**src/sv/b64enc_pkg.sv**
```systemverilog
// ----------------------------------------------------------------------------
// b64enc_pkg
// Shared types, constants and the alphabet lookup for the Base64 encoder.
// ----------------------------------------------------------------------------
package b64enc_pkg;

    // Position within the three-byte group
    localparam logic [1:0] PHASE_0 = 2'd0;
    localparam logic [1:0] PHASE_1 = 2'd1;
    localparam logic [1:0] PHASE_2 = 2'd2;

    // ASCII '=' used for padding
    localparam logic [7:0] PAD_CHAR = 8'h3D;

    // Characters per byte, at most four (one byte plus flush and two pads)
    localparam int unsigned SLOTS = 4;

    // One classified byte: the characters it produces, in order
    typedef struct packed {
        logic [SLOTS-1:0][5:0] sextet;   // six-bit code per slot
        logic [SLOTS-1:0]      pad;      // slot is an '=' pad
        logic [1:0]            last_idx; // index of the final slot used
        logic                  fin;      // final byte of the message
    } job_t;

    // Standard alphabet: A-Z a-z 0-9 + /
    function automatic logic [7:0] sextet_to_ascii(input logic [5:0] s);
        logic [7:0] c;
        if (s < 6'd26) begin
            c = 8'h41 + {2'b00, s};
        end else if (s < 6'd52) begin
            c = 8'h61 + {2'b00, s} - 8'd26;
        end else if (s < 6'd62) begin
            c = 8'h30 + {2'b00, s} - 8'd52;
        end else if (s == 6'd62) begin
            c = 8'h2B;
        end else begin
            c = 8'h2F;
        end
        return c;
    endfunction

endpackage

```
**src/sv/b64enc_if.sv**
```systemverilog
// ----------------------------------------------------------------------------
// b64enc_if
// Valid/ready channels: raw bytes in, encoded characters out.
// ----------------------------------------------------------------------------
interface b64enc_byte_if;
    logic       valid;
    logic       ready;
    logic [7:0] data_byte;
    logic       final_byte;

    modport source (output valid, output data_byte, output final_byte, input ready);
    modport sink   (input valid, input data_byte, input final_byte, output ready);
endinterface

interface b64enc_char_if;
    logic       valid;
    logic       ready;
    logic [7:0] out_char;
    logic       last_char;

    modport source (output valid, output out_char, output last_char, input ready);
    modport sink   (input valid, input out_char, input last_char, output ready);
endinterface

```
**src/sv/b64enc_front.sv**
```systemverilog
// ----------------------------------------------------------------------------
// b64enc_front
// Accepts bytes, tracks the group position and carry bits, and turns each
// byte into a job listing the characters it produces.
// ----------------------------------------------------------------------------
module b64enc_front (
    input  logic              clk,
    input  logic              rst_n,
    b64enc_byte_if.sink       byte_ch,
    input  logic              q_full,
    output logic              push,
    output b64enc_pkg::job_t  job
);

    logic [1:0] phase_reg;
    logic [1:0] phase_next;
    logic [3:0] carry_reg;
    logic [3:0] carry_next;
    logic [7:0] b;
    logic       fin;

    assign byte_ch.ready = !q_full;
    assign push          = byte_ch.valid && !q_full;
    assign b             = byte_ch.data_byte;
    assign fin           = byte_ch.final_byte;

    // Classify the byte by group position
    always_comb
    begin
        job          = '0;
        job.fin      = fin;
        phase_next   = b64enc_pkg::PHASE_0;
        carry_next   = 4'd0;
        case (phase_reg)
            b64enc_pkg::PHASE_1:
            begin
                job.sextet[0] = {carry_reg[1:0], b[7:4]};
                if (fin)
                begin
                    job.sextet[1] = {b[3:0], 2'b00};
                    job.pad[2]    = 1'b1;
                    job.last_idx  = 2'd2;
                end
                else
                begin
                    job.last_idx = 2'd0;
                    phase_next   = b64enc_pkg::PHASE_2;
                    carry_next   = b[3:0];
                end
            end
            b64enc_pkg::PHASE_2:
            begin
                job.sextet[0] = {carry_reg, b[7:6]};
                job.sextet[1] = b[5:0];
                job.last_idx  = 2'd1;
            end
            default:
            begin
                // Group start; the unused fourth code behaves the same
                job.sextet[0] = b[7:2];
                if (fin)
                begin
                    job.sextet[1] = {b[1:0], 4'b0000};
                    job.pad[2]    = 1'b1;
                    job.pad[3]    = 1'b1;
                    job.last_idx  = 2'd3;
                end
                else
                begin
                    job.last_idx = 2'd0;
                    phase_next   = b64enc_pkg::PHASE_1;
                    carry_next   = {2'b00, b[1:0]};
                end
            end
        endcase
    end

    // Group position and carry advance on each accepted transaction
    always_ff @(posedge clk or negedge rst_n)
    begin
        if (!rst_n)
        begin
            phase_reg <= b64enc_pkg::PHASE_0;
            carry_reg <= 4'd0;
        end
        else if (push)
        begin
            phase_reg <= phase_next;
            carry_reg <= carry_next;
        end
    end

endmodule

```
**src/sv/b64enc_queue.sv**
```systemverilog
// ----------------------------------------------------------------------------
// b64enc_queue
// Small FIFO of jobs between the front and back parts.
// ----------------------------------------------------------------------------
module b64enc_queue #(
    parameter int unsigned DEPTH = 2
) (
    input  logic              clk,
    input  logic              rst_n,
    input  logic              push,
    input  b64enc_pkg::job_t  push_job,
    input  logic              pop,
    output logic              full,
    output logic              empty,
    output b64enc_pkg::job_t  head_job
);

    localparam int unsigned PTR_W = (DEPTH > 1) ? $clog2(DEPTH) : 1;
    localparam int unsigned CNT_W = $clog2(DEPTH + 1);

    b64enc_pkg::job_t mem [DEPTH];
    logic [PTR_W-1:0] wr_ptr_reg;
    logic [PTR_W-1:0] rd_ptr_reg;
    logic [CNT_W-1:0] count_reg;
    logic             do_push;
    logic             do_pop;

    assign full     = (count_reg == CNT_W'(DEPTH));
    assign empty    = (count_reg == '0);
    assign do_push  = push && !full;
    assign do_pop   = pop && !empty;
    assign head_job = mem[rd_ptr_reg];

    // Storage
    always_ff @(posedge clk)
    begin
        if (do_push)
        begin
            mem[wr_ptr_reg] <= push_job;
        end
    end

    // Pointers and fill count
    always_ff @(posedge clk or negedge rst_n)
    begin
        if (!rst_n)
        begin
            wr_ptr_reg <= '0;
            rd_ptr_reg <= '0;
            count_reg  <= '0;
        end
        else
        begin
            if (do_push)
            begin
                wr_ptr_reg <= (wr_ptr_reg == PTR_W'(DEPTH - 1)) ? '0 : wr_ptr_reg + 1'b1;
            end
            if (do_pop)
            begin
                rd_ptr_reg <= (rd_ptr_reg == PTR_W'(DEPTH - 1)) ? '0 : rd_ptr_reg + 1'b1;
            end
            if (do_push && !do_pop)
            begin
                count_reg <= count_reg + 1'b1;
            end
            else if (do_pop && !do_push)
            begin
                count_reg <= count_reg - 1'b1;
            end
        end
    end

endmodule

```
**src/sv/b64enc_back.sv**
```systemverilog
// ----------------------------------------------------------------------------
// b64enc_back
// Walks the slots of the head job into the output register, one character
// per cycle while the queue holds a job and char_ch does not stall.
// ----------------------------------------------------------------------------
module b64enc_back (
    input  logic              clk,
    input  logic              rst_n,
    input  logic              q_empty,
    input  b64enc_pkg::job_t  head_job,
    output logic              pop,
    b64enc_char_if.source     char_ch
);

    logic       out_valid_reg;
    logic [7:0] out_char_reg;
    logic       last_char_reg;
    logic [1:0] idx_reg;
    logic       load;
    logic       slot_last;
    logic [7:0] char_next;

    assign load      = !q_empty && (!out_valid_reg || char_ch.ready);
    assign slot_last = (idx_reg == head_job.last_idx);
    assign pop       = load && slot_last;

    // Character for the current slot
    always_comb
    begin
        if (head_job.pad[idx_reg])
        begin
            char_next = b64enc_pkg::PAD_CHAR;
        end
        else
        begin
            char_next = b64enc_pkg::sextet_to_ascii(head_job.sextet[idx_reg]);
        end
    end

    // Slot index and output valid
    always_ff @(posedge clk or negedge rst_n)
    begin
        if (!rst_n)
        begin
            out_valid_reg <= 1'b0;
            idx_reg       <= 2'd0;
        end
        else
        begin
            if (load)
            begin
                out_valid_reg <= 1'b1;
                idx_reg       <= slot_last ? 2'd0 : idx_reg + 2'd1;
            end
            else if (char_ch.ready)
            begin
                out_valid_reg <= 1'b0;
            end
        end
    end

    // Output payload
    always_ff @(posedge clk)
    begin
        if (load)
        begin
            out_char_reg  <= char_next;
            last_char_reg <= head_job.fin && slot_last;
        end
    end

    assign char_ch.valid     = out_valid_reg;
    assign char_ch.out_char  = out_char_reg;
    assign char_ch.last_char = last_char_reg;

endmodule

```
**src/sv/base64_stream_encoder_core.sv**
```systemverilog
// ----------------------------------------------------------------------------
// base64_stream_encoder_core
// Base64 (standard alphabet, '=' padding) encoder for a byte stream.
// ----------------------------------------------------------------------------
// Usage:
//   byte_ch carries one message byte per transaction; final_byte marks the
//   last byte of a message. char_ch carries one ASCII character per
//   transaction; last_char marks the last character of the encoded message.
//   Each byte gives one or two characters, and up to four on a final byte.
// Path: an accepted byte is written into the queue as a job; its characters
//   then pass one by one through the output register onto char_ch.
// Flow: the back end emits one character per cycle, while char_ch is ready
//   and the queue holds a job, from the head job of a QUEUE_DEPTH-entry queue;
//   a group of 3 bytes gives 4 characters, and a final byte gives up to 4.
//   byte_ch.ready drops only while the queue is full.
// Reset: clears the group position and carry, the queue and the output
//   valid flag; the next byte starts a new group.
// Stall: a stalled char_ch holds its character; jobs collect in the queue
//   and byte_ch.ready falls once it fills. Nothing is lost or repeated.
// ----------------------------------------------------------------------------
module base64_stream_encoder_core #(
    parameter int unsigned QUEUE_DEPTH = 2
) (
    input  logic           clk,
    input  logic           rst_n,
    b64enc_byte_if.sink    byte_ch,
    b64enc_char_if.source  char_ch
);

    b64enc_pkg::job_t push_job;
    b64enc_pkg::job_t head_job;
    logic             push;
    logic             pop;
    logic             q_full;
    logic             q_empty;

    b64enc_front u_front (
        .clk     (clk),
        .rst_n   (rst_n),
        .byte_ch (byte_ch),
        .q_full  (q_full),
        .push    (push),
        .job     (push_job)
    );

    b64enc_queue #(
        .DEPTH (QUEUE_DEPTH)
    ) u_queue (
        .clk      (clk),
        .rst_n    (rst_n),
        .push     (push),
        .push_job (push_job),
        .pop      (pop),
        .full     (q_full),
        .empty    (q_empty),
        .head_job (head_job)
    );

    b64enc_back u_back (
        .clk      (clk),
        .rst_n    (rst_n),
        .q_empty  (q_empty),
        .head_job (head_job),
        .pop      (pop),
        .char_ch  (char_ch)
    );

endmodule
```
**src/flat_wrapper.sv**
```systemverilog
// flat-port wrapper written by rule: the top's interface ports become plain ports
module base64_stream_encoder_core_flat 
#(
    parameter int unsigned QUEUE_DEPTH = 2
)
  (clk, rst_n, byte_ch_valid, byte_ch_data_byte, byte_ch_final_byte, byte_ch_ready, char_ch_valid, char_ch_out_char, char_ch_last_char, char_ch_ready);
  b64enc_byte_if byte_ch_i ();
  b64enc_char_if char_ch_i ();
  input  logic clk;
  input  logic rst_n;
  input wire logic [$bits(byte_ch_i.valid)-1:0] byte_ch_valid;
  input wire logic [$bits(byte_ch_i.data_byte)-1:0] byte_ch_data_byte;
  input wire logic [$bits(byte_ch_i.final_byte)-1:0] byte_ch_final_byte;
  output wire logic [$bits(byte_ch_i.ready)-1:0] byte_ch_ready;
  output wire logic [$bits(char_ch_i.valid)-1:0] char_ch_valid;
  output wire logic [$bits(char_ch_i.out_char)-1:0] char_ch_out_char;
  output wire logic [$bits(char_ch_i.last_char)-1:0] char_ch_last_char;
  input wire logic [$bits(char_ch_i.ready)-1:0] char_ch_ready;
  assign byte_ch_i.valid = byte_ch_valid;
  assign byte_ch_i.data_byte = byte_ch_data_byte;
  assign byte_ch_i.final_byte = byte_ch_final_byte;
  assign byte_ch_ready = byte_ch_i.ready;
  assign char_ch_valid = char_ch_i.valid;
  assign char_ch_out_char = char_ch_i.out_char;
  assign char_ch_last_char = char_ch_i.last_char;
  assign char_ch_i.ready = char_ch_ready;
  base64_stream_encoder_core #(.QUEUE_DEPTH(QUEUE_DEPTH)) u_core (.clk(clk), .rst_n(rst_n), .byte_ch(byte_ch_i), .char_ch(char_ch_i));
endmodule
```
**config.mk**
```make
export PLATFORM = sky130hd
export DESIGN_NAME = base64_stream_encoder_core_flat
export DESIGN_NICKNAME = d
export VERILOG_FILES = /design/src/sv/b64enc_pkg.sv /design/src/sv/b64enc_if.sv /design/src/sv/b64enc_front.sv /design/src/sv/b64enc_queue.sv /design/src/sv/b64enc_back.sv /design/src/sv/base64_stream_encoder_core.sv /design/src/flat_wrapper.sv
export SDC_FILE = /design/constraint.sdc
export NUM_CORES = 1
export LEC_CHECK = 0
export ABC_CLOCK_PERIOD_IN_PS = 8710
export BUFFER_PORTS_ARGS = -buffer_cell sky130_fd_sc_hd__buf_2
export CAP_MARGIN = 20
export CORE_ASPECT_RATIO = 2
export CORE_UTILIZATION = 66
export CTS_BUF_LIST = sky130_fd_sc_hd__clkbuf_8
export DETAILED_ROUTE_END_ITERATION = 6
export PLACE_DENSITY = 0.95
export SYNTH_ARGS = -nofsm -noshare
export SYNTH_HDL_FRONTEND = slang
export SYNTH_SLANG_ARGS = --single-unit
```
**constraint.sdc**
```tcl
create_clock -name clk -period 8.71 [get_ports clk]
set_clock_uncertainty 0.2 [all_clocks]
set_input_delay 2.613 -clock clk [delete_from_list [all_inputs] [get_ports clk]]
set_output_delay 2.613 -clock clk [all_outputs]
set_load 0.05 [all_outputs]
```
==> impl_metrics.csv <==
group,metric,value,unit
setup_path,worstReg2RegStart,"u_core.u_queue.rd_ptr_reg$_DFFE_PN0P_",
drt,wirelength,5512,um
setup_path,crit_type,"input pin to register",
global_routing,grt_first_pass_wirelength,8976,um
sta,fin_crit,4375,ps
yosys,synth_area,2850,sq um
yosys,synth-async-reset-ratio,23.21,%
yosys,syn_nets,245,
placement,gp_congestion,0.9291,
sta,tightest_slew,1031,ps
clocking,clkSlewWorstSetupHoldPaths,90,ps
yosys,ys_seq_area_share,56.72,%
clocking,cts_buffer_depth,2,
hold_path,min_from,"u_core.u_queue.count_reg[1]$_DFFE_PN0P_",
sta,slew_viol_final,0,
yosys,yosysMostFrequentCell,"edfxtp_1",
yosys,synth_edf_count,43,
drt,dr.pass1.iters,4,
clocking,htree_num_levels,2,
setup_path,crit_start,"char_ch_ready",
setup_path,worstPathCellList,"buf_2 > inv_1 > a21oi_1 > nand2_1 > ha_1 > xor2_1 > nor2_1 > xor2_1",
yosys,synth-seq-cells,56,
clocking,clk_latency,310,ps
sta,slew_headroom,31.27,%
sta,setup_violations,0,
floorplanning,initial_core_util,69.03,%
setup_path,path_common_cell,"xor2_1",
yosys,synthTopCellsByCount,"edfxtp_1, nand2_1, dfrtp_1",
sta,max_freq,0.2286,GHz
drt,wl_per_cell,18.56,um
clocking,cts_tree,"done",
cells_and_area,nFillCells,275,
yosys,synth_top_area_share,45.30,%
yosys,ys_warn_count,0,
global_routing,grt_overflow,0,
global_routing,grtUsageTotal,26.92,%
clocking,clock-sinks,56,
sta,grt_setup_unrepaired,"false",
setup_path,crit_path_max_fanout,13,
cells_and_area,syn2layout_area_growth,7.024,%
setup_path,path_buf_inv,2,
floorplanning,die_w,48.47,um
clocking,numCtsBuffers,5,
sta,setup_slack,4335,ps
setup_path,critical-path-slowest-cell,"a21oi_1",
drt,drc,0,
floorplanning,num_rows,33,
drt,drt_iter0_markers,74,
yosys,syn_inst,224,
placement,placed_area,2967,sq um
cells_and_area,seqCellArea,1617,sq um
cells_and_area,drive_gt1_share,17.55,%
clocking,post_cts.repair.setup_buffers,0,
cells_and_area,final_area,3050,sq um
placement,io_buffers,23,
global_routing,grt_start_max_net_pins,22,
floorplanning,core_area,4129,sq um
outcome,status,"completed",
cells_and_area,multi_input_area,1117,sq um
cells_and_area,largest_reg_flops,34,
yosys,yosysTopAreaCell,"edfxtp_1",
yosys,avgSynthCellArea,12.72,sq um
clocking,clockRootBuffer,"clkbuf_8",
setup_path,critPathTopFamily,"compound AO/OA/AOI/OAI gates",
drt,via_per_inst,6.343,
setup_path,slowest_delay,800,ps
yosys,ys_types,47,
clocking,cts_resized,0,
setup_path,worst_setup_path_start_kind,"input pin",
setup_path,arrival,4420,ps
floorplanning,dieArea,4601,sq um
floorplanning,io_pins,24,
drt,num_vias,1884,
flow_run,max_cap_viol_count,0,
sta,final_hold_viol_count,0,
setup_path,critPathRequiredTime,8750,ps
placement,place_worst_setup_slack,3999,ps
drt,drtAntennaViolNets,0,
yosys,synthTopCellsByArea,"edfxtp_1, dfrtp_1, ha_1",
cells_and_area,diodes,0,
cells_and_area,fin_nets,265,
placement,dp_hpwl,4168,um
setup_path,cp-end-kind,"register",
sta,period_share,50.23,%
sta,tns,0,ps
global_routing,grt_antenna_before_repair,0,
global_routing,grt_pass1_vias,1887,
floorplanning,die_h,94.94,um
clocking,cts-hold-fix-buffers,0,
hold_path,hp-class,"register to register",
yosys,synth_flop_cell,"edfxtp_1",
-- layout by cell type (no fill, tap or decap), drive strengths merged, types with 2 or more instances in the layout --
master	synthesis	routed
a21oi	6	6
a22o	4	4
a22oi	6	6
a32oi	5	5
and2	8	8
and3	3	3
buf	4	24
clkbuf	7	5
dfrtp	13	13
edfxtp	43	43
ha	8	8
inv	12	13
mux2	4	4
mux2i	6	6
mux4	6	6
nand2	18	18
nand2b	3	3
nand3	3	3
nor2	12	12
nor2b	5	5
nor3	4	4
o211ai	2	2
o21ai	13	13
o221ai	2	2
o2bb2ai	3	3
o311ai	2	2
xnor2	8	8
xor2	3	3
-- kinds of logic after synthesis --
| group | after synthesis | share of synthesized area, % |
|---|---|---|
| adder cells (fa/ha/maj) | 8 | 3.512 |
| multiplexers | 16 | 8.692 |
| AND/OR/NAND/NOR | 61 | 10.89 |
| buffers and inverters | 23 | 4.082 |
| XOR/XNOR | 11 | 3.380 |
| AO/OA/AOI/OAI | 49 | 12.73 |
| flip-flops | 56 | 56.72 |
-- routing by layer --
metal,GRT usage (%),part of all wire (%),vias to the layer above
li1,-,-,884
met1,26.93,36,902
met2,49.88,55,75
met3,3.543,3.2,23
met4,20.10,6.3,0
met5,0,0,-
-- stage by stage --
step	util (%)	hold slack [ps]	cells
floorplan	-	260.8	224
global placement	71.85	280.7	289
detailed placement	71.85	293.6	289
CTS	73.88	307.4	297
global route	73.88	319.5	297
finish	73.88	308.9	297
-- path summary, 6_finish.rpt --
kind	to	slack, ps	cells after the start
hold reg to reg	u_core.u_queue.count_reg[1]$_DFFE_PN0P_	310	1
hold / removal	u_core.u_queue.count_reg[1]$_DFFE_PN0P_	310	1
setup reg to reg	u_core.u_back.char_ch.out_char[2]$_SDFFCE_PP1P_	4960	9
min in group asynchronous	u_core.u_queue.wr_ptr_reg$_DFFE_PN0P_	1980	1
max in group asynchronous	u_core.u_back.idx_reg[0]$_DFFE_PN0P_	6090	1
setup / recovery	u_core.u_queue.count_reg[1]$_DFFE_PN0P_	4340	8
-- area by class of cell --
type | instances | area share [%]
Inverter | 12 | 1.477
Tap cell | 52 | 2.133
Timing Repair Buffer | 24 | 4.020
Clock buffer | 5 | 2.256
Clock inverter | 3 | 0.4922
Multi-Input combinational cell | 145 | 36.63
Sequential cell | 56 | 52.99
Power is not shown: default switching activity piles up to over one toggle a cycle in this logic, so the estimate is an artifact.
